$ cat config.mk
export PLATFORM = sky130hd
export DESIGN_NAME = hslp_queue
export DESIGN_NICKNAME = d
export VERILOG_FILES = /design/src/hw/rtl/hslp_pkg.sv /design/src/hw/rtl/hslp_queue.sv
export SDC_FILE = /design/constraint.sdc
export NUM_CORES = 1
export LEC_CHECK = 0
export ABC_AREA = 0
export BUFFER_PORTS_ARGS = -buffer_cell sky130_fd_sc_hd__buf_2
export CAP_MARGIN = 20
export CORE_AREA = 2 2 198 200
export DETAILED_ROUTE_END_ITERATION = 7
export DIE_AREA = 0 0 200 202
export PLACE_DENSITY = 0.9
export SLEW_MARGIN = 30
export SYNTH_ARGS = -nofsm -noshare
export SYNTH_HDL_FRONTEND = slang
export SYNTH_SLANG_ARGS = --single-unit
$ cat constraint.sdc
create_clock -name i_clk -period 5.5 [get_ports i_clk]
set_clock_uncertainty 0.2 [all_clocks]
set_input_delay 0.275 -clock i_clk [delete_from_list [all_inputs] [get_ports i_clk]]
set_output_delay 0.275 -clock i_clk [all_outputs]
set_load 0.005 [all_outputs]
$ cat src/hw/rtl/hslp_pkg.sv
`timescale 1ns / 1ps

package hslp_pkg;

    // Fraction bits of saturation and lightness.
    localparam int FRAC_BITS = 16;

    // Width of S and L values, which go from zero up to one.
    localparam int FW  = FRAC_BITS + 1;
    // Quotient and dividend widths of the pipelined divider.
    localparam int DQW = FRAC_BITS + 3;
    localparam int DNW = DQW + 8;
    // Signed hue after the offset, in 1/64 degree.
    localparam int HW  = 17;
    // Signed m1, unsigned m2 - m1, and the sixty-degree ramp position.
    localparam int MW  = FRAC_BITS + 3;
    localparam int DW  = FRAC_BITS + 2;
    localparam int TW  = 12;
    // Product widths.
    localparam int LPW = 2 * FW;
    localparam int PCW = DW + TW;

    // Reciprocals for the divisions by constants, with their shifts.
    // Lightness: by 255, exact for dividends below 2**24.
    localparam int          RCP_SH_L = 32;
    localparam logic [24:0] RCP255   = 25'd16843010;
    // Percent scaling: by 25 after a shift by two, exact below 2**23.
    localparam int          RCP_SH_P = 28;
    localparam logic [23:0] RCP25    = 24'd10737419;
    // Ramp: by 15 after a shift by eight, exact below 2**20.
    localparam int          RCP_SH_C = 24;
    localparam logic [20:0] RCP15    = 21'd1118482;
    // Reciprocal product widths.
    localparam int LRW = DNW + 25;
    localparam int PRW = DNW + 24;
    localparam int CRW = PCW + 21;

    localparam logic [FW-1:0] ONE  = {1'b1, {FRAC_BITS{1'b0}}};
    localparam logic [FW-1:0] HALF = {2'b01, {(FRAC_BITS - 1){1'b0}}};

    localparam int TURN  = 23040;
    localparam int SIXTY = 3840;

    // Queue between the front end and the back end.
    localparam int QDEPTH = 4;
    localparam int QAW    = 2;

    // Configuration register indexes.
    localparam logic [1:0] CFG_HUE = 2'd0;
    localparam logic [1:0] CFG_SAT = 2'd1;
    localparam logic [1:0] CFG_LUM = 2'd2;

    typedef enum logic [1:0] {
        MAJ_RED,
        MAJ_GREEN,
        MAJ_BLUE
    } t_major;

    // One classified pixel, ready for the dividers.
    typedef struct packed {
        logic           id;
        logic [31:0]    pix;
        logic           eoi;
        logic [DNW-1:0] s_num;
        logic [7:0]     s_den;
        logic [DNW-1:0] h_num;
        logic [7:0]     h_den;
        logic [DNW-1:0] l_num;
        logic           hneg;
        logic [14:0]    hbase;
    } t_job;

    typedef struct packed {
        logic        id;
        logic [31:0] pix;
        logic        eoi;
        logic        hneg;
        logic [14:0] hbase;
    } t_sb_a;

    typedef struct packed {
        logic                 id;
        logic [31:0]          pix;
        logic                 eoi;
        logic signed [HW-1:0] hue;
    } t_sb_b;

    typedef struct packed {
        logic                 id;
        logic [31:0]          pix;
        logic                 eoi;
        logic                 szero;
        logic [FW-1:0]        lum;
        logic signed [MW-1:0] m1;
    } t_sb_c;

    // Fraction to channel byte: v * 255 >> FRAC_BITS, clamped to 0..255.
    function automatic logic [7:0] chan_from_frac(input logic signed [MW-1:0] v);
        logic signed [MW+8:0] p;
        logic signed [MW+8:0] c;
        p = $signed({v[MW-1], v, 8'b0}) - $signed({{9{v[MW-1]}}, v});
        c = p >>> FRAC_BITS;
        if (v < 0) begin
            chan_from_frac = 8'd0;
        end else if (c > 255) begin
            chan_from_frac = 8'd255;
        end else begin
            chan_from_frac = c[7:0];
        end
    endfunction

endpackage

$ cat src/hw/rtl/hslp_queue.sv
`timescale 1ns / 1ps

module hslp_queue (
    input  logic           i_clk,
    input  logic           i_rst_n,
    input  logic           i_push_valid,
    output logic           o_push_ready,
    input  hslp_pkg::t_job i_push_job,
    output logic           o_pop_valid,
    input  logic           i_pop_ready,
    output hslp_pkg::t_job o_pop_job
);
    import hslp_pkg::*;

    t_job           r_mem [QDEPTH];
    logic [QAW-1:0] r_wp, r_rp;
    logic [QAW:0]   r_cnt;
    logic           push, pop;

    assign o_pop_valid  = (r_cnt != '0);
    assign pop          = o_pop_valid && i_pop_ready;
    assign o_push_ready = (r_cnt != (QAW+1)'(QDEPTH)) || pop;
    assign push         = i_push_valid && o_push_ready;
    assign o_pop_job    = r_mem[r_rp];

    // Pointers and fill count.
    always_ff @(posedge i_clk) begin
        if (!i_rst_n) begin
            r_wp  <= '0;
            r_rp  <= '0;
            r_cnt <= '0;
        end else begin
            if (push) begin
                r_wp <= r_wp + 1'b1;
            end
            if (pop) begin
                r_rp <= r_rp + 1'b1;
            end
            if (push && !pop) begin
                r_cnt <= r_cnt + 1'b1;
            end else if (pop && !push) begin
                r_cnt <= r_cnt - 1'b1;
            end
        end
    end

    always_ff @(posedge i_clk) begin
        if (push) begin
            r_mem[r_wp] <= i_push_job;
        end
    end

endmodule

==> results of run 1 <==
==> where the power goes <==
part           internal (mW)  total, mW  switching (mW)
registers               5.39       5.58           0.189
clock network           2.17       3.74            1.57
logic                   1.23       2.35            1.12
==> cell type report <==
cell class                      instances  area (um^2)
Inverter                                3         11.3
Multi-Input combinational cell        181         3610
Clock buffer                           75         1520
Timing Repair Buffer                  463         3190
Fill cell                            2138        11200
Tap cell                              518          648
Antenna cell                            7         17.5
Sequential cell                       597        17800
Clock inverter                         27          243
==> synth_stat cells (2+ instances only) <==
cell type / instances / area [um^2]
edfxtp_1: 588 / 17700
dfxtp_1: 9 / 180
xnor2_1: 3 / 26.3
inv_1: 3 / 11.3
mux2i_1: 2 / 20.0
clkbuf_1: 4 / 15.0
ha_1: 5 / 62.6
buf_4: 14 / 105
buf_2: 5 / 25.0
or3_1: 2 / 12.5
and2_1: 4 / 25.0
buf_1: 12 / 45.0
and3_1: 4 / 25.0
nand2_1: 3 / 11.3
mux4_2: 147 / 3310
==> metal layers <==
layer  wire length, um  GRT usage [%]  vias to the layer above
met2             24100           39.3                      455
met4              1460           8.39                        0
met1             17400           29.9                     5534
met5                 0              0                        -
li1                  -              -                     4523
met3              3480           5.46                       91
==> registers in the layout (all words and copies together), names as in the netlist, named ones only <==
name and cells:
r_cnt 3, r_rp 2, r_wp 2, r_mem 588
==> worst paths after layout <==
path / start / to / slack [ns] / cells past startpoint
worst min-delay path: i_push_job[131] / r_mem[0][131] / 0.24 / 2
worst max register to register: r_cnt[0] / r_mem[0][120] / 2.63 / 4
worst min register to register: r_wp[0] / r_wp[0] / 0.37 / 2
worst max-delay path: flop / o_pop_job[117] / 2.18 / 3
==> cells by family after synthesis <==
logic type,Yosys count,share of synthesized area [%]
compound gates,5,0.156
flops,597,82.5
buf+inv,38,0.931
mux,149,15.4
fa+ha+maj,6,0.382
simple gates,17,0.486
xor+xnor,4,0.162
==> metrics by stage <==
stage	total power [mW]	worst slack, ns	instances	cell area (um^2)	hold WS, ns
after floorplan	7.03	0.658	816	21600	0.174
after global placement	7.82	2.55	1609	23700	0.279
after detailed placement	7.90	2.51	1611	23800	0.291
after CTS	11.7	2.12	1863	27000	0.198
after global routing	12.1	1.96	1870	27100	0.231
final	11.7	2.18	1871	27100	0.242
==> worst reg2reg max path, cell delays in order, from the launching register on <==
cell	delay [ns]
dfxtp_1	0.47
or4b_1	0.34
and3_4	0.51
buf_12	0.32
buf_4	0.61
==> impl_results.rst, run 1 <==
.. list-table::
   :header-rows: 1

   * - Metric
     - Value
   * - Residual DRC
     - 0
   * - Clock Latency Late Sink
     - 0.59 ns
   * - Number of port buffers
     - 299
   * - DRT iter0 DRCs
     - 890
   * - Count of antenna-violating nets left after detailed routing
     - 0
   * - Width of the chip
     - 200 um
   * - Transition time at the pin with the least slew margin
     - 0.881 ns
   * - Power Density
     - 431 mW/mm^2
   * - Most instantiated flip-flop cell in the synthesis netlist
     - edfxtp_1
   * - Unique masters post-synth
     - 26
   * - Number of cells produced by synthesis
     - 816
   * - Via/cell ratio
     - 5.67
   * - Core ar.
     - 0.0383 mm^2
   * - Syn. warnings
     - 0
   * - Hold_buf cts
     - 150
   * - # nets final
     - 1460
   * - Area of the mapped netlist
     - 0.0216 mm^2
   * - Number of enable flip-flop cells after synthesis
     - 588
   * - Clock tree root driver cell
     - clkbuf_16
   * - Buffers plus inverters on the worst setup path
     - 2
   * - Total of endpoints with negative setup slack in the final report
     - 0
   * - Area enclosed by the die boundary
     - 0.0404 mm^2
   * - Share of the clock period used by the worst path after layout
     - 60.3%
   * - Mapped Nets
     - 973
   * - Seq/Total Area, Yosys
     - 82.5%
   * - Crit path capture type
     - primary output
   * - Shortest clock period the worst path allows after layout
     - 3.32 ns
   * - Arrival time of the worst setup path
     - 2.84 ns
   * - Synthesis-to-layout area growth
     - 25.2%
   * - Highest clock frequency the design can meet
     - 0.301 GHz
   * - CTS sink cnt
     - 597
   * - Proportion of layout cells with a drive suffix above 1
     - 40.0%
   * - VDD IR max
     - 359 uV
   * - Top Family by Delay on Critical Path
     - flip-flops
   * - Post-synthesis area per instance
     - 26.5 um^2
   * - Number of buffers inserted during clock tree synthesis
     - 57
   * - Final routed wirelength across all metal layers
     - 46500 um
   * - Hold crit path type
     - input pin to flop
   * - Die Y-Extent
     - 202 um
   * - Total number of vias
     - 10600
   * - HPWL after detailed placement
     - 24900 um
   * - Commonest non-fill, non-tap cell in the layout
     - edfxtp_1
   * - Post-cts gate resize count
     - 0
   * - P_leak
     - 9.13 nW
   * - Post-layout util
     - 70.7%
   * - Worst slew margin
     - 41.2%
   * - IO Pins
     - 300
   * - Async set-or-reset flop fraction in the synthesized netlist
     - 0%
   * - Maximum net fanout on the critical path
     - 88
   * - Clock slew at the register clock pins of the worst setup and hold paths
     - 0.06 ns
   * - Data required time at the worst endpoint
     - 5.03 ns
   * - Number of pins with negative max-slew slack in the final report
     - 0
   * - Detailed-routing iteration count for the pre-antenna-repair pass
     - 5
   * - Highest-count cells in the layout ignoring fill and taps
     - edfxtp_1, buf_2, dlygate4sd3_1
   * - Overall overflow remaining after global route
     - 0
   * - Startpoint-to-endpoint class of the critical path
     - flop to primary output
   * - Total Negative Setup Slacks
     - 0 ns
   * - Sort of element at the start of the critical path
     - flop
   * - Fin. Hold Viols
     - 0
   * - Vias in the first global route
     - 11300
   * - Wirelength per Cell
     - 24.8 um
   * - Antenna violations before repair
     - 7
   * - Unrepaired setup endpoints after global routing
     - false
   * - Post-CTS setup repair buffer count
     - 0
   * - Worst-path cell with the longest stage delay
     - dfxtp_4
   * - Overall Global Routing Usage
     - 23.3%
   * - Maximum single-stage delay on the critical path
     - 0.69 ns
   * - Max-cap check violation count
     - 0
   * - Final RePlAce weighted congestion
     - 0.754
   * - TritonCTS clock tree
     - yes
   * - Maximum buffer depth of the clock tree
     - 3
   * - First-pass GRT wire length
     - 68600 um
   * - H-tree levels
     - 2
   * - Largest net degree at the start of global routing
     - 129
   * - Effective utilization at floorplan
     - 56.5%
   * - Critical path, cell by cell
     - buf_12 -> mux4_2 -> buf_2
   * - Register bit count reported by yosys
     - 597
   * - Count of standard-cell rows
     - 72
   * - Result of the run
     - finished, final reports clean
(Power assumes the default switching activity.)
==> run 2, diff against run 1 <==
==> constraint.sdc (replaced) <==
create_clock -name i_clk -period 3.29 [get_ports i_clk]
set_clock_uncertainty 0.2 [all_clocks]
set_input_delay 0.1645 -clock i_clk [delete_from_list [all_inputs] [get_ports i_clk]]
set_output_delay 0.1645 -clock i_clk [all_outputs]
set_load 0.005 [all_outputs]
==> run 2 against run 1 <==
Effect of this change:
- sequential share of layout area is 0.69 points lower
- power increased by 70%
- utilization up 0.75 points
- largest power group unchanged
- die area stayed put
- count of clock-buffer cells in the layout is 15 lower
==> impl_results.rst, run 2 (same netlist as run 1, synthesis figures left out) <==
.. list-table::
   :header-rows: 1

   * - Metric
     - Value
   * - Origin of the critical flop-to-flop path
     - r_cnt[0]
   * - Transition time at the pin with the least slew margin
     - 0.761 ns (-0.120 ns)
   * - Area of all placed cells without fillers
     - 0.0274 mm^2 (+1.1%)
   * - Antenna violations before repair
     - 2 (-5)
   * - Total of endpoints with negative setup slack in the final report
     - 0 (unchanged)
   * - Effective utilization at floorplan
     - 56.5% (unchanged)
   * - # nets final
     - 1469 (+0.62%)
   * - Wirelength per Cell
     - 24.5 um (-1.3%)
   * - Hold Slack
     - 0.115 ns (-0.127 ns)
   * - Total number of vias
     - 10600 (-0.29%)
   * - Final routed wirelength across all metal layers
     - 46000 um (-1.1%)
   * - Commonest non-fill, non-tap cell in the layout
     - edfxtp_1
   * - Via/cell ratio
     - 5.64 (-0.56%)
   * - Proportion of layout cells with a drive suffix above 1
     - 41.7% (+1.7 points)
   * - Fin. Hold Viols
     - 0 (unchanged)
   * - HPWL after detailed placement
     - 25900 um (+4.0%)
   * - Startpoint of the lowest-slack hold path
     - i_push_job[49]
   * - Met3 demand-to-capacity share in global routing
     - 4.27% (-1.2 points)
   * - P_leak
     - 9.26 nW (+1.4%)
   * - Final RePlAce weighted congestion
     - 0.740 (-1.8%)
   * - Number of buffers inserted during clock tree synthesis
     - 55 (-3.5%)
   * - Hold crit path type
     - input pin to flop
   * - VDD IR max
     - 518 uV (+44%)
   * - First-pass GRT wire length
     - 68700 um (+0.10%)
   * - Most utilized layer in the global route result
     - met2
   * - Clock Latency Late Sink
     - 0.59 ns (about the same)
   * - Largest register FFs
     - 588 (unchanged)
   * - Area enclosed by the die boundary
     - 0.0404 mm^2 (unchanged)
   * - Startpoint-to-endpoint class of the critical path
     - flop to primary output
   * - Core ar.
     - 0.0383 mm^2 (unchanged)
   * - Grt met1 use
     - 30.6% (+0.70 points)
   * - Biggest register
     - r_mem
   * - Data required time at the worst endpoint
     - 2.93 ns (-2.10 ns)
   * - Met2 GRT Util
     - 39.8% (+0.52 points)
   * - H-tree levels
     - 2 (unchanged)
   * - Post-cts gate resize count
     - 0 (unchanged)
   * - Result of the run
     - finished, final reports clean
   * - Worst hold endpoint
     - r_mem[2][49]
   * - Count of antenna-violating nets left after detailed routing
     - 0 (unchanged)
   * - Overall overflow remaining after global route
     - 0 (unchanged)
   * - Worst slack, placed
     - 0.750 ns (-1.76 ns)
   * - TritonCTS clock tree
     - yes
   * - Number of port buffers
     - 299 (unchanged)
   * - Largest registers ranked by flip-flop count
     - r_mem: 588 flops, r_cnt: 3 flops
   * - Sort of element at the start of the critical path
     - flop
   * - Depth of the most critical reg-to-reg path
     - 5 (+1)
   * - Min-Delay Path Depth
     - 2 (unchanged)
   * - Clock tree root driver cell
     - clkbuf_16
   * - Maximum net fanout on the critical path
     - 33 (-63%)
   * - Total Power Consumption
     - 19.8 mW (+70%)
   * - Highest-count cells in the layout ignoring fill and taps
     - edfxtp_1, buf_2, dlygate4sd3_1
   * - Arrival time of the worst setup path
     - 2.35 ns (-0.49 ns)
   * - R2r setup slk
     - 0.64 ns (-1.99 ns)
   * - Unrepaired setup endpoints after global routing
     - false
   * - Shortest clock period the worst path allows after layout
     - 2.71 ns
   * - Worst slew margin
     - 49.2% (+8.0 points)
   * - Count of standard-cell rows
     - 72 (unchanged)
   * - Maximum buffer depth of the clock tree
     - 3 (unchanged)
   * - Residual DRC
     - 0 (unchanged)
   * - Number of pins with negative max-slew slack in the final report
     - 0 (unchanged)
   * - Placed cell areas
     - 0.0240 mm^2 (+0.84%)
   * - Total Negative Setup Slacks
     - 0 ns (unchanged)
   * - Width of the chip
     - 200 um (unchanged)
   * - Vias in the first global route
     - 11300 (+0.088%)
   * - Clock slew at the register clock pins of the worst setup and hold paths
     - 0.06 ns (about the same)
   * - Highest clock frequency the design can meet
     - 0.369 GHz
   * - Max-cap check violation count
     - 0 (unchanged)
   * - Largest net degree at the start of global routing
     - 76 (-41%)
   * - Terminus of the critical flop-to-flop path
     - r_wp[0]
   * - Synthesis-to-layout area growth
     - 26.6%
   * - Detailed-routing iteration count for the pre-antenna-repair pass
     - 5 (unchanged)
   * - Final WS setup
     - 0.579 ns (-1.60 ns)
   * - Die Y-Extent
     - 202 um (unchanged)
   * - Overall Global Routing Usage
     - 23.3% (+0.033 points)
   * - IO Pins
     - 300 (unchanged)
   * - DRT iter0 DRCs
     - 723 (-19%)
   * - Share of the clock period used by the worst path after layout
     - 82.4%
   * - Crit path capture type
     - primary output
   * - CTS sink cnt
     - 597 (unchanged)
   * - Power Density
     - 725 mW/mm^2 (+68%)
-- run 2: cell count changes in the layout (fill, tap and decap cells not counted), moves of 4 or more --
cell	change
buf_12	+9
bufinv_16	+4
inv_6	+5
clkinv_2	+6
diode_2	-6
clkinvlp_4	+6
clkbuf_1	-10
clkinv_1	-8
-- run 2: metrics by stage --
stage	util [%]	instances
3_3_place_gp	62.6	1621
4_1_cts	71.5	1875
5_1_grt	71.5	1876
3_5_place_dp	62.6	1621
6_report	71.5	1876
2_1_floorplan	-	816
-- run 2: cell type report --
| type | instances | area, um^2 |
|---|---|---|
| clock buffer | 60 | 1400 |
| clock inverter | 42 | 472 |
| sequential | 597 | 17800 |
| tap | 518 | 648 |
| antenna | 1 | 2.50 |
| fill | 2151 | 10900 |
| multi-input combinational | 181 | 3610 |
| inverter | 3 | 11.3 |
| timing repair buffer | 474 | 3390 |
-- run 2: routing by layer --
| layer | vias to the layer above | routed length (um) |
|---|---|---|
| li1 | 4536 | - |
| met1 | 5500 | 17400 |
| met2 | 463 | 24000 |
| met3 | 71 | 3250 |
| met4 | 2 | 1250 |
| met5 | - | 15 |
-- run 2: worst max path at each step --
stage / start / end / slack [ns] / cells past startpoint
3_3_place_gp: r_cnt[1] / r_cnt[2] / 0.80 / 8
6_report: flop / o_pop_job[143] / 0.58 / 3
4_1_cts: flop / o_pop_job[106] / 0.57 / 3
5_1_grt: flop / o_pop_job[143] / 0.49 / 3
3_5_place_dp: r_cnt[1] / r_cnt[2] / 0.75 / 8
2_1_floorplan: r_cnt[0] / r_mem[0][0] / 0.13 / 3
-- run 2: where the power goes --
group / total (mW) / switching [mW] / internal (mW) / leakage, nW
sequential: 9.23 / 0.229 / 9.00 / 5.47
combinational: 4.08 / 1.95 / 2.13 / 2.89
clock: 6.52 / 2.73 / 3.79 / 0.905
-- run 2: critical path, cell delays in order (launching register included) --
cell and delay (ns):
dfxtp_4 0.69, buf_4 0.46, mux4_2 0.42, buf_2 0.16
-- run 2: what timing repair did --
| item | 4_1_cts | 5_1_grt |
|---|---|---|
| endpoints found under the hold margin | 597 | 0 |
| hold buffers | 152 | 0 |
| setup buffers | 0 | 0 |
