--- config.mk ---
export PLATFORM = sky130hd
export DESIGN_NAME = hslp_front
export DESIGN_NICKNAME = d
export VERILOG_FILES = /design/src/hw/rtl/hslp_pkg.sv /design/src/hw/rtl/hslp_front.sv
export SDC_FILE = /design/constraint.sdc
export NUM_CORES = 1
export LEC_CHECK = 0
export BUFFER_PORTS_ARGS = -buffer_cell sky130_fd_sc_hd__buf_4
export CORE_MARGIN = 2
export CORE_UTILIZATION = 56
export DETAILED_ROUTE_END_ITERATION = 6
export PLACE_DENSITY = 0.9
export SLEW_MARGIN = 20
export SYNTH_ARGS = -nofsm -noshare
export SYNTH_HDL_FRONTEND = slang
export SYNTH_SLANG_ARGS = --single-unit
export TNS_END_PERCENT = 100
--- constraint.sdc ---
create_clock -name i_clk -period 23 [get_ports i_clk]
set_input_delay 4.6 -clock i_clk [delete_from_list [all_inputs] [get_ports i_clk]]
set_output_delay 4.6 -clock i_clk [all_outputs]
set_load 0.03 [all_outputs]
--- src/hw/rtl/hslp_pkg.sv ---
`timescale 1ns / 1ps

package hslp_pkg;

    // Fraction bits of saturation and lightness.
    localparam int FRAC_BITS = 16;

    // Width of S and L values, which go from zero up to one.
    localparam int FW  = FRAC_BITS + 1;
    // Quotient and dividend widths of the pipelined divider.
    localparam int DQW = FRAC_BITS + 3;
    localparam int DNW = DQW + 8;
    // Signed hue after the offset, in 1/64 degree.
    localparam int HW  = 17;
    // Signed m1, unsigned m2 - m1, and the sixty-degree ramp position.
    localparam int MW  = FRAC_BITS + 3;
    localparam int DW  = FRAC_BITS + 2;
    localparam int TW  = 12;
    // Product widths.
    localparam int LPW = 2 * FW;
    localparam int PCW = DW + TW;

    // Reciprocals for the divisions by constants, with their shifts.
    // Lightness: by 255, exact for dividends below 2**24.
    localparam int          RCP_SH_L = 32;
    localparam logic [24:0] RCP255   = 25'd16843010;
    // Percent scaling: by 25 after a shift by two, exact below 2**23.
    localparam int          RCP_SH_P = 28;
    localparam logic [23:0] RCP25    = 24'd10737419;
    // Ramp: by 15 after a shift by eight, exact below 2**20.
    localparam int          RCP_SH_C = 24;
    localparam logic [20:0] RCP15    = 21'd1118482;
    // Reciprocal product widths.
    localparam int LRW = DNW + 25;
    localparam int PRW = DNW + 24;
    localparam int CRW = PCW + 21;

    localparam logic [FW-1:0] ONE  = {1'b1, {FRAC_BITS{1'b0}}};
    localparam logic [FW-1:0] HALF = {2'b01, {(FRAC_BITS - 1){1'b0}}};

    localparam int TURN  = 23040;
    localparam int SIXTY = 3840;

    // Queue between the front end and the back end.
    localparam int QDEPTH = 4;
    localparam int QAW    = 2;

    // Configuration register indexes.
    localparam logic [1:0] CFG_HUE = 2'd0;
    localparam logic [1:0] CFG_SAT = 2'd1;
    localparam logic [1:0] CFG_LUM = 2'd2;

    typedef enum logic [1:0] {
        MAJ_RED,
        MAJ_GREEN,
        MAJ_BLUE
    } t_major;

    // One classified pixel, ready for the dividers.
    typedef struct packed {
        logic           id;
        logic [31:0]    pix;
        logic           eoi;
        logic [DNW-1:0] s_num;
        logic [7:0]     s_den;
        logic [DNW-1:0] h_num;
        logic [7:0]     h_den;
        logic [DNW-1:0] l_num;
        logic           hneg;
        logic [14:0]    hbase;
    } t_job;

    typedef struct packed {
        logic        id;
        logic [31:0] pix;
        logic        eoi;
        logic        hneg;
        logic [14:0] hbase;
    } t_sb_a;

    typedef struct packed {
        logic                 id;
        logic [31:0]          pix;
        logic                 eoi;
        logic signed [HW-1:0] hue;
    } t_sb_b;

    typedef struct packed {
        logic                 id;
        logic [31:0]          pix;
        logic                 eoi;
        logic                 szero;
        logic [FW-1:0]        lum;
        logic signed [MW-1:0] m1;
    } t_sb_c;

    // Fraction to channel byte: v * 255 >> FRAC_BITS, clamped to 0..255.
    function automatic logic [7:0] chan_from_frac(input logic signed [MW-1:0] v);
        logic signed [MW+8:0] p;
        logic signed [MW+8:0] c;
        p = $signed({v[MW-1], v, 8'b0}) - $signed({{9{v[MW-1]}}, v});
        c = p >>> FRAC_BITS;
        if (v < 0) begin
            chan_from_frac = 8'd0;
        end else if (c > 255) begin
            chan_from_frac = 8'd255;
        end else begin
            chan_from_frac = c[7:0];
        end
    endfunction

endpackage

--- src/hw/rtl/hslp_front.sv ---
`timescale 1ns / 1ps

module hslp_front (
    input  logic              i_clk,
    input  logic              i_rst_n,
    input  logic              i_valid,
    output logic              o_ready,
    input  logic [31:0]       i_pix,
    input  logic              i_eoi,
    input  logic signed [9:0] i_hue_off,
    input  logic [8:0]        i_sat,
    input  logic [8:0]        i_lum,
    output logic              o_job_valid,
    output hslp_pkg::t_job    o_job,
    input  logic              i_job_ready
);
    import hslp_pkg::*;

    logic        r_valid;
    t_job        r_job;
    t_job        n_job;
    logic [7:0]  b, g, r;
    logic [7:0]  mn, mx, d, mag;
    logic [8:0]  sum, rsum, hd;
    t_major      maj;
    logic        gray;

    assign b = i_pix[7:0];
    assign g = i_pix[15:8];
    assign r = i_pix[23:16];

    assign o_ready = !r_valid || i_job_ready;

    // Dominant channel, then numerators and divisors for S, H and L.
    always_comb begin
        if (r < g) begin
            mn = r; mx = g; maj = MAJ_GREEN;
        end else begin
            mn = g; mx = r; maj = MAJ_RED;
        end
        if (b < mn) begin
            mn = b;
        end else if (b > mx) begin
            mx = b; maj = MAJ_BLUE;
        end
        d    = mx - mn;
        sum  = {1'b0, mn} + {1'b0, mx};
        rsum = 9'd510 - sum;
        gray = (d == 8'd0);

        n_job.hbase = 15'd23040;
        unique case (maj)
            MAJ_RED: begin
                hd = {1'b0, g} - {1'b0, b};
                n_job.hbase = 15'd23040;
            end
            MAJ_GREEN: begin
                hd = {1'b0, b} - {1'b0, r};
                n_job.hbase = 15'd7680;
            end
            MAJ_BLUE: begin
                hd = {1'b0, r} - {1'b0, g};
                n_job.hbase = 15'd15360;
            end
            default: begin
                hd = {1'b0, g} - {1'b0, b};
            end
        endcase
        n_job.hneg = hd[8];
        mag = hd[8] ? 8'(-hd) : hd[7:0];

        n_job.id = (i_hue_off == 10'sd0) && (i_sat == 9'd100) && (i_lum == 9'd100);
        n_job.pix = i_pix;
        n_job.eoi = i_eoi;
        n_job.s_num = DNW'(d) << FRAC_BITS;
        n_job.s_den = (sum <= 9'd255) ? sum[7:0] : rsum[7:0];
        n_job.h_num = (DNW'(mag) << 12) - (DNW'(mag) << 8);
        n_job.h_den = d;
        n_job.l_num = DNW'(sum) << (FRAC_BITS - 1);
        // A gray pixel has no hue and no saturation.
        if (gray) begin
            n_job.hbase = 15'd0;
            n_job.s_den = 8'd1;
            n_job.h_den = 8'd1;
        end
    end

    always_ff @(posedge i_clk) begin
        if (!i_rst_n) begin
            r_valid <= 1'b0;
        end else if (o_ready) begin
            r_valid <= i_valid;
        end
    end

    always_ff @(posedge i_clk) begin
        if (o_ready && i_valid) begin
            r_job <= n_job;
        end
    end

    assign o_job_valid = r_valid;
    assign o_job       = r_job;

endmodule

==> results of run 1 <==
==> how the worst max path moves through the flow <==
stage | startpoint | endpoint | slack [ns]
final | i_pix[12] | o_job[68]$_DFFE_PP_ | 10.62
after global routing | i_pix[12] | o_job[68]$_DFFE_PP_ | 10.01
after CTS | i_pix[12] | o_job[68]$_DFFE_PP_ | 10.73
after detailed placement | i_pix[12] | o_job[68]$_DFFE_PP_ | 10.48
after global placement | i_pix[12] | o_job[68]$_DFFE_PP_ | 10.79
after floorplan | i_pix[12] | o_job[68]$_DFFE_PP_ | 11.97
==> layout by cell type (no fill, tap or decap), types with 4 or more instances in the layout <==
cell type and n:
nor4_1 6, edfxtp_1 84, nor2b_1 6, o21a_1 8, and2_1 4, inv_1 61, o211ai_1 5, a21oi_1 38
a21o_1 10, buf_4 161, nand3_1 10, nand2b_1 12, nand4_1 7, nand2_1 31, o21bai_1 6, xor2_1 16
xnor2_1 29, clkbuf_16 9, a211oi_1 5, fa_1 5, ha_1 63, nor2_1 45, o21ai_0 20, conb_1 54
mux2i_1 25
==> power by group <==
group,total [W],switching (W),leakage [nW],internal (W)
registers,0.000255,0.0000119,0.818,0.000243
logic,0.000594,0.000362,2.67,0.000232
clock network,0.000166,0.0000602,0.167,0.000106
==> cell families after synthesis <==
kind of cell | count (synthesis)
buffers and inverters | 135
other | 1
AO/OA/AOI/OAI | 133
XOR/XNOR | 47
flip-flops | 85
AND/OR/NAND/NOR | 150
multiplexers | 28
adder cells (fa/ha/maj) | 70
==> flip-flops by register name (all words and copies together) (netlist names) <==
register and count:
o_job 84, o_job_valid 1
==> through the flow <==
stage	util, %	area [um2]	instances	worst slack, ns
4_1_cts	68.4	8120	952	10.73
2_1_floorplan	-	6920	702	11.97
6_report	68.4	8120	952	10.62
5_1_grt	68.4	8120	952	10.01
3_5_place_dp	65.6	7780	936	10.48
3_3_place_gp	65.6	7780	936	10.79
==> worst register-to-register path: cells and delay by family (launching register included) <==
family	cells	cell delay, ns
simple gates	2	0.96
flops	1	0.31
==> layer usage <==
layer | up-vias | part of all wire (%) | routed length, um | GRT usage [%]
li1 | 2514 | - | - | -
met1 | 2435 | 41 | 6400 | 29.5
met2 | 239 | 49 | 7520 | 41.2
met3 | 19 | 8.5 | 1320 | 6.32
met4 | 0 | 1.5 | 232 | 7.32
met5 | - | 0 | 0 | 0
==> final cells by class <==
type / count / area, um2 / share of cell area [%]
multi-input cells: 482 / 3610 / 44.5
clock inverters: 6 / 109 / 1.34
repair buffers: 161 / 1210 / 14.9
clock buffers: 10 / 229 / 2.82
well taps: 147 / 184 / 2.27
inverters: 61 / 229 / 2.82
flip-flops and latches: 85 / 2540 / 31.3
==> flow_summary.toml, run 1 <==
[worst_setup_path]
cp_max_fo = 30
cp_slowest_stage_delay_ns = 0.89
r2r_cells = 2
cp.depth = 32
cp_top_family = "compound AO/OA/AOI/OAI gates"
timing.rr.start = "o_job_valid$_SDFFE_PN0N_"
cpMostUsedCell = "ha_1"
crit_type = "in -> reg"
end_kind = "flop"
cp_num_buf_inv = 3
startpoint_type = "primary input"
timing.rr.end = "o_job[45]$_SDFFCE_PN0P_"
required_ns = 23.08
reg2reg_slack_ns = 21.29
arrival_ns = 12.46
cp_slowest_cell = "ha_1"

[finish]
n_fill_cell = 870
antenna_cells = 0
final_net_count = 933
final_layout_size_suffix_gt1_share_pct = 25.5
areaGrowthSynthToFinish_pct = 20.8

[global_route]
grt_pass1_vias = 4873
grt_pass1_wl_um = 23900
grt_max_degree = 85
antenna_found_initial = 0
grt_usage_pct = 23.9
grt-ovfl-total = 0

[cts]
clk_latency_ns = 0.36
clkSinkCount = 85
cts_buffers = 9
cts_buffer_depth = 2
clkTransAtPathRegs_ns = 0.06
cts-root-buf = "clkbuf_16"
postCtsSetupBuffers = 0
hold_buffers = 0
ctsHtreeMaxLevel = 3
cts_resized = 0
cts_tree = "built"

[placed_design]
gp_congestion = 0.948
dp_hpwl_um = 12100
io_buffers = 159

[timing]
slew_headroom_pct = 29.4
period_minus_slack_ns = 12.38
fin_crit_sh_pct = 53.8
holdWs_ns = 0.559
tns_ns = 0
clock.fmax_mhz = 80.8
setup_violations = 0
hold_viol = 0
rsz0062_at_grt = "no"
finClkSkew_ns = 0.00797
slew_violations = 0
worstMarginPinSlew_ns = 1.06

[detailed_routing]
first_iter_violations = 375
first_pass_iters = 6
wl_per_cell_um = 16.2
final_antenna_net_count = 0
vias = 5207
drt_wl_total_um = 15500
drc_errors = 0
vias_per_cell = 5.47

[synthesis]
seq_area_frac_synth_pct = 37.8
synth_xor_area_share_pct = 6.52
synthTopCellsByArea = "edfxtp_1 (38%), ha_1 (12%), buf_4 (7.1%), xnor2_1 (3.8%), mux2i_1 (3.7%)"
yosys.area.top_type = "edfxtp_1"
synthMostInstantiatedCell = "edfxtp_1"
synth-simple-area-share_pct = 11.7
synth_mux_area_share_pct = 4.23
synth_top_family_by_area = "compound AO/OA/AOI/OAI gates"
ys.flop_type = "edfxtp_1"
synth.cell_area_mm2 = 0.00672
synth_warnings = 0
synth_cell_types = 78
synth-seq-cells = 85
synth_common_cells = "edfxtp_1 (84), buf_4 (64), ha_1 (63)"
avgSynthCellArea_um2 = 10.4
synth.top_cell.area_share_pct = 37.5
synth_compound_area_share_pct = 14.7
synth_cells = 649
synth_edf_count = 84
synth_fa_ha_area_share_pct = 13.5
async_flop_share_pct = 0

[floorplan]
dieHeight_um = 114
fp.dieArea_mm2 = 0.0129
num_rows = 40
dieWidth_um = 114
pin_count = 214
start_util_pct = 56.7
core-area_mm2 = 0.0119

[flow_run]
max_cap_violations = 0

[pwr]
ir_drop_mv = 0.102
total_leakage_power_nw = 3.65
power_density_mw_per_mm2 = 125
p_total_w = 0.00102

[run_status]
outcome = "finished clean"

[worst_hold_path]
min_to = "o_job_valid$_SDFFE_PN0N_"
hold_depth = 2
worstHoldPathType = "reg -> reg"
min_from = "o_job_valid$_SDFFE_PN0N_"
Note: power is estimated with default switching activity, not from simulation.
==> run 2, diff against run 1 <==
--- a/config.mk
+++ b/config.mk
@@ -7,9 +7,9 @@
 export LEC_CHECK = 0
 export BUFFER_PORTS_ARGS = -buffer_cell sky130_fd_sc_hd__buf_4
 export CORE_MARGIN = 2
-export CORE_UTILIZATION = 56
+export CORE_UTILIZATION = 52
 export DETAILED_ROUTE_END_ITERATION = 6
-export PLACE_DENSITY = 0.9
+export PLACE_DENSITY = 0.84
 export SLEW_MARGIN = 20
 export SYNTH_ARGS = -nofsm -noshare
 export SYNTH_HDL_FRONTEND = slang
==> constraint.sdc (replaced) <==
create_clock -name i_clk -period 11.9 [get_ports i_clk]
set_input_delay 2.38 -clock i_clk [delete_from_list [all_inputs] [get_ports i_clk]]
set_output_delay 2.38 -clock i_clk [all_outputs]
set_load 0.03 [all_outputs]
==> run 2 against run 1 <==
Sequential power increased by 93%. Sequential cell count unchanged. Wire length decreased by 0.21%. Critical path depth is 4 lower. Critical endpoint is now o_job[69]$_DFFE_PP_. Critical path type unchanged.
==> flow_summary.toml, run 2 (synthesis results as in run 1) <==
[cts]
clkTransAtPathRegs_ns = 0.06
cts-root-buf = "clkbuf_16"
hold_buffers = 0
cts_buffers = 9
ctsHtreeMaxLevel = 3
postCtsSetupBuffers = 0
clk_latency_ns = 0.35
cts_buffer_depth = 2
cts_resized = 0
clkSinkCount = 85
cts_tree = "built"

[finish]
largest_reg_flops = 84
final_net_count = 933
antenna_cells = 0
final_layout_size_suffix_gt1_share_pct = 25.5
final_cell_mix = "buf_4 (161), edfxtp_1 (84), ha_1 (63)"
n_fill_cell = 1050
areaGrowthSynthToFinish_pct = 20.3
final_common_cell = "buf_4"

[worst_setup_path]
crit_end = "o_job[69]$_DFFE_PP_"
critPathLaunch = "i_pix[12]"
r2r_cells = 2
crit_type = "in -> reg"
cp_max_fo = 30
timing.rr.end = "o_job[117]$_DFFE_PP_"
timing.rr.start = "o_job_valid$_SDFFE_PN0N_"
arrival_ns = 10.15
startpoint_type = "primary input"
reg2reg_slack_ns = 10.18
required_ns = 11.99
end_kind = "flop"

[timing]
fin_crit_sh_pct = 84.5
setup_violations = 0
holdWs_ns = 0.584
finClkSkew_ns = 0.00493
clock.fmax_mhz = 99.4
slew_violations = 0
worstMarginPinSlew_ns = 1.07
period_minus_slack_ns = 10.06
slew_headroom_pct = 28.9
hold_viol = 0
rsz0062_at_grt = "no"
tns_ns = 0

[worst_hold_path]
worstHoldPathType = "reg -> reg"

[detailed_routing]
wl_per_cell_um = 15.8
drc_errors = 0
vias_per_cell = 5.34
final_antenna_net_count = 0
vias = 5213
first_iter_violations = 414
first_pass_iters = 5
drt_wl_total_um = 15400

[placed_design]
gp_congestion = 0.915
io_buffers = 159
dp_hpwl_um = 12200

[floorplan]
fp.dieArea_mm2 = 0.0139
pin_count = 214
core-area_mm2 = 0.0126
start_util_pct = 53.3
num_rows = 41
dieHeight_um = 118
dieWidth_um = 118

[global_route]
antenna_found_initial = 0
grt-ovfl-total = 0
grt_pass1_vias = 4976
grt_usage_pct = 22.4
grt_pass1_wl_um = 24900
grt_max_degree = 85

[pwr]
total_leakage_power_nw = 3.61
power_density_mw_per_mm2 = 235
ir_drop_mv = 0.126

[run_status]
outcome = "finished clean"

[flow_run]
max_cap_violations = 0
run 2: cell count changes in the layout (fill, tap and decap cells not counted):
cell        delta
inv_6          +1
clkbuf_1       -1
clkinvlp_4     +3
clkinv_2       -1
bufinv_16      -3
clkinv_1       +1
run 2: worst min-delay path by stage:
stage / start / end / slack (ns) / depth (start not counted)
final: o_job_valid$_SDFFE_PN0N_ / o_job_valid$_SDFFE_PN0N_ / 0.58 / 2
after global routing: o_job_valid$_SDFFE_PN0N_ / o_job_valid$_SDFFE_PN0N_ / 0.61 / 2
after CTS: o_job_valid$_SDFFE_PN0N_ / o_job_valid$_SDFFE_PN0N_ / 0.58 / 2
after detailed placement: o_job_valid$_SDFFE_PN0N_ / o_job_valid$_SDFFE_PN0N_ / 0.57 / 2
after global placement: o_job_valid$_SDFFE_PN0N_ / o_job_valid$_SDFFE_PN0N_ / 0.54 / 2
after floorplan: o_job_valid$_SDFFE_PN0N_ / o_job_valid$_SDFFE_PN0N_ / 0.88 / 2
run 2: power breakdown:
| group | internal [W] | leakage [nW] | switching [W] | total (W) |
|---|---|---|---|---|
| combinational | 0.000448 | 2.67 | 0.000702 | 0.00115 |
| sequential | 0.000470 | 0.818 | 0.0000219 | 0.000492 |
| clock | 0.000142 | 0.126 | 0.000119 | 0.000260 |
| total | 0.00106 | 3.61 | 0.000843 | 0.00190 |
run 2: per-layer routing:
layer / GRT usage, % / routed length [um] / part of all wire (%)
met3: 5.57 / 1070 / 6.9
met1: 28.7 / 6680 / 43
met4: 5.65 / 170 / 1.1
met5: 0 / 0 / 0
met2: 38.0 / 7520 / 49
run 2: area by class of cell:
type	count	area (um2)	area share, %
Sequential cell	85	2540	31.5
Timing Repair Buffer	161	1210	15.0
Clock buffer	9	225	2.79
Clock inverter	7	48.8	0.604
Multi-Input combinational cell	482	3610	44.7
Inverter	61	229	2.83
Tap cell	172	215	2.66
run 2: per-stage QoR:
step | util (%) | total power [W] | instance area (um2) | instances | setup slack (ns)
finish | 64.1 | 0.00190 | 8080 | 977 | 1.84
global route | 64.1 | 0.00202 | 8080 | 977 | 1.10
CTS | 64.1 | 0.00190 | 8080 | 977 | 1.93
detailed placement | 61.9 | 0.00164 | 7810 | 961 | 1.57
global placement | 61.9 | 0.00161 | 7810 | 961 | 1.85
floorplan | - | 0.00139 | 6920 | 702 | 3.09
run 2: worst max-delay path: stages:
cell and delay, ns:
buf_4 0.11, inv_1 0.05, ha_1 0.36, a2111o_1 0.47, o211ai_1 0.32, nand2_1 0.56
o21ai_0 0.47, inv_1 0.10, ha_1 0.32, a21o_1 0.17, a21o_1 0.17, a21oi_1 0.23
a221o_1 0.21, nand2_1 0.39, ha_1 0.89, nand2b_1 0.27, o22ai_1 0.14, a21oi_4 0.22
nand3_1 0.28, o21ai_0 0.29, xor2_1 0.41, ha_1 0.37, o21ai_0 0.18, nand2_1 0.07
o41a_1 0.14, maj3_2 0.34, nor2_2 0.13, xnor2_1 0.07
==> run 3, diff against run 2 <==
--- a/config.mk
+++ b/config.mk
@@ -5,11 +5,12 @@
 export SDC_FILE = /design/constraint.sdc
 export NUM_CORES = 1
 export LEC_CHECK = 0
+export ABC_AREA = 1
 export BUFFER_PORTS_ARGS = -buffer_cell sky130_fd_sc_hd__buf_4
 export CORE_MARGIN = 2
-export CORE_UTILIZATION = 52
+export CORE_UTILIZATION = 48
 export DETAILED_ROUTE_END_ITERATION = 6
-export PLACE_DENSITY = 0.84
+export PLACE_DENSITY = 0.81
 export SLEW_MARGIN = 20
 export SYNTH_ARGS = -nofsm -noshare
 export SYNTH_HDL_FRONTEND = slang
==> constraint.sdc (replaced) <==
create_clock -name i_clk -period 8.16 [get_ports i_clk]
set_input_delay 1.632 -clock i_clk [delete_from_list [all_inputs] [get_ports i_clk]]
set_output_delay 1.632 -clock i_clk [all_outputs]
set_load 0.03 [all_outputs]
==> run 3 against run 2 <==
Critical path depth increased by 5. Utilization decreased by 4.5 points. Die area increased by 12%. Combinational power increased by 56%. Design area increased by 3.4%. Global-route usage increased by 0.83 points. First-iteration DRC count increased by 52%. Via count increased by 17%. Wire length increased by 16%. Synthesized cell count increased by 30%. Non-clock buffer count increased by 2. Count of clock-buffer cells in the layout increased by 2.
==> flow_summary.toml, run 3 <==
[synthesis]
ys.flop_type = "edfxtp_1"
synthMostInstantiatedCell = "nand2_1"
yosys.area.top_type = "edfxtp_1"
synth_cell_types = 45
synth-seq-cells = 85
async_flop_share_pct = 0
synth_edf_count = 84
seq_area_frac_synth_pct = 36.6
synth.cell_area_mm2 = 0.00696
synthTopCellsByArea = "edfxtp_1 (36%), ha_1 (11%), nand2_1 (9.6%), buf_4 (6.9%), inv_1 (6.6%)"
synth.top_cell.area_share_pct = 36.3
synth_cells = 842
avgSynthCellArea_um2 = 8.26
synth_warnings = 0
synth_common_cells = "nand2_1 (178), inv_1 (122), edfxtp_1 (84)"

[cts]
clkSinkCount = 85
cts_buffers = 9
ctsHtreeMaxLevel = 3
cts_buffer_depth = 2
cts_tree = "built"
postCtsSetupBuffers = 0
clkTransAtPathRegs_ns = 0.06
clk_latency_ns = 0.35
cts-root-buf = "clkbuf_16"

[run_status]
outcome = "finished clean"

[worst_hold_path]
hold_depth = 2
worstHoldPathType = "reg -> reg"

[timing]
slew_headroom_pct = 29.0
slew_violations = 0
setup_violations = 0
hold_viol = 0
fin_crit_sh_pct = 91.0
tns_ns = 0
finClkSkew_ns = 0.00620
clock.fmax_mhz = 135
rsz0062_at_grt = "no"
period_minus_slack_ns = 7.43
worstMarginPinSlew_ns = 1.07

[placed_design]
postPlaceCellArea_mm2 = 0.00808
dpl.cell_count = 1164
io_buffers = 159
gp_congestion = 0.999
dp_hpwl_um = 13900

[finish]
final_layout_size_suffix_gt1_share_pct = 21.9
final_cells = 1180
fin_area_mm2 = 0.00836
largest_reg_flops = 84
final_net_count = 1128
antenna_cells = 0
areaGrowthSynthToFinish_pct = 20.2
final_common_cell = "nand2_1"
final_cell_mix = "nand2_1 (178), buf_4 (163), inv_1 (122)"

[detailed_routing]
final_antenna_net_count = 0
first_pass_iters = 5
wirelength_met1_um = 7750
met3_length_um = 1500
first_iter_violations = 630
wl_per_cell_um = 15.2
drc_errors = 0
vias_per_cell = 5.17
vias = 6096
dr_wl_met2_um = 8340
highest_layer = "met4"
drt_wl_total_um = 17900

[floorplan]
start_util_pct = 49.5
pin_count = 214
dieWidth_um = 124
fp.dieArea_mm2 = 0.0155
num_rows = 43
dieHeight_um = 124
core-area_mm2 = 0.0140

[worst_setup_path]
arrival_ns = 7.54
end_kind = "flop"
cp_max_fo = 33
startpoint_type = "primary input"
cp_slowest_cell = "ha_1"
required_ns = 8.27
crit_type = "in -> reg"
cp_slowest_stage_delay_ns = 0.49
r2r_cells = 2
cpMostUsedCell = "nand2_1"

[global_route]
grt-ovfl-total = 0
grt_pass1_vias = 5717
grt_usage_pct = 23.2
grt_pass1_wl_um = 29100
grt_max_degree = 85
antenna_found_initial = 0

[pwr]
total_leakage_power_nw = 4.18
p_total_w = 0.00292
power_density_mw_per_mm2 = 349
ir_drop_mv = 0.131

[flow_run]
max_cap_violations = 0
## run 3: kinds of logic (layout without fill, tap and decap cells)
| group | after synthesis | in the layout | synth area share, % |
|---|---|---|---|
| xor gates and xnor gates | 28 | 28 | 3.85 |
| adders and majority gates | 68 | 68 | 12.8 |
| buffers and inverters | 202 | 307 | 14.6 |
| DFF | 85 | 85 | 36.6 |
| and+or+nand+nor | 346 | 346 | 22.7 |
| AOI/OAI and AO/OA | 112 | 112 | 9.41 |
| other | 1 | 54 | 0.0539 |
## run 3: area by class of cell
type / instances / area (um2)
Tap cell: 180 / 225
Fill cell: 1300 / 5680
Timing Repair Buffer: 163 / 1220
Clock buffer: 11 / 243
Clock inverter: 5 / 35.0
Sequential cell: 85 / 2540
Multi-Input combinational cell: 608 / 3610
Inverter: 128 / 480
## run 3: through the flow
step	util (%)	setup slack, ns	hold slack [ns]
2_1_floorplan	-	1.13	0.861
3_3_place_gp	57.5	0.331	0.542
3_5_place_dp	57.5	0.122	0.587
4_1_cts	59.5	0.416	0.595
5_1_grt	59.5	0.111	0.631
6_report	59.5	0.731	0.584
## run 3: report_power, final
group | leakage, nW | internal [W] | total, W | switching (W)
Combinational | 3.23 | 0.000603 | 0.00179 | 0.00118
Clock | 0.136 | 0.000215 | 0.000394 | 0.000178
Sequential | 0.817 | 0.000701 | 0.000741 | 0.0000396
## run 3: what timing repair did
item                                    CTS  global route
endpoints found under the setup margin    0             7
hold buffers                              0             0
resized for setup                         0             5
## run 3: critical path: cells and delay by family
family | cells | cell delay, ns
compound gates | 6 | 1.41
buf+inv | 6 | 0.99
simple gates | 16 | 1.72
fa+ha+maj | 5 | 1.79
## run 3: metal layers
metal  global-route usage [%]  vias to the layer above
met5                        0                        -
met1                     31.6                     2777
li1                         -                     2996
met3                     3.44                       28
met4                     7.60                        0
met2                     38.2                      295
## run 3: worst paths after layout
path | from | to | slack, ns
max reg2reg | o_job_valid$_SDFFE_PN0N_ | o_job[34]$_DFFE_PP_ | 6.42
max | i_pix[14] | o_job[70]$_DFFE_PP_ | 0.73
min | o_job_valid$_SDFFE_PN0N_ | o_job_valid$_SDFFE_PN0N_ | 0.58
min reg2reg | o_job_valid$_SDFFE_PN0N_ | o_job_valid$_SDFFE_PN0N_ | 0.58
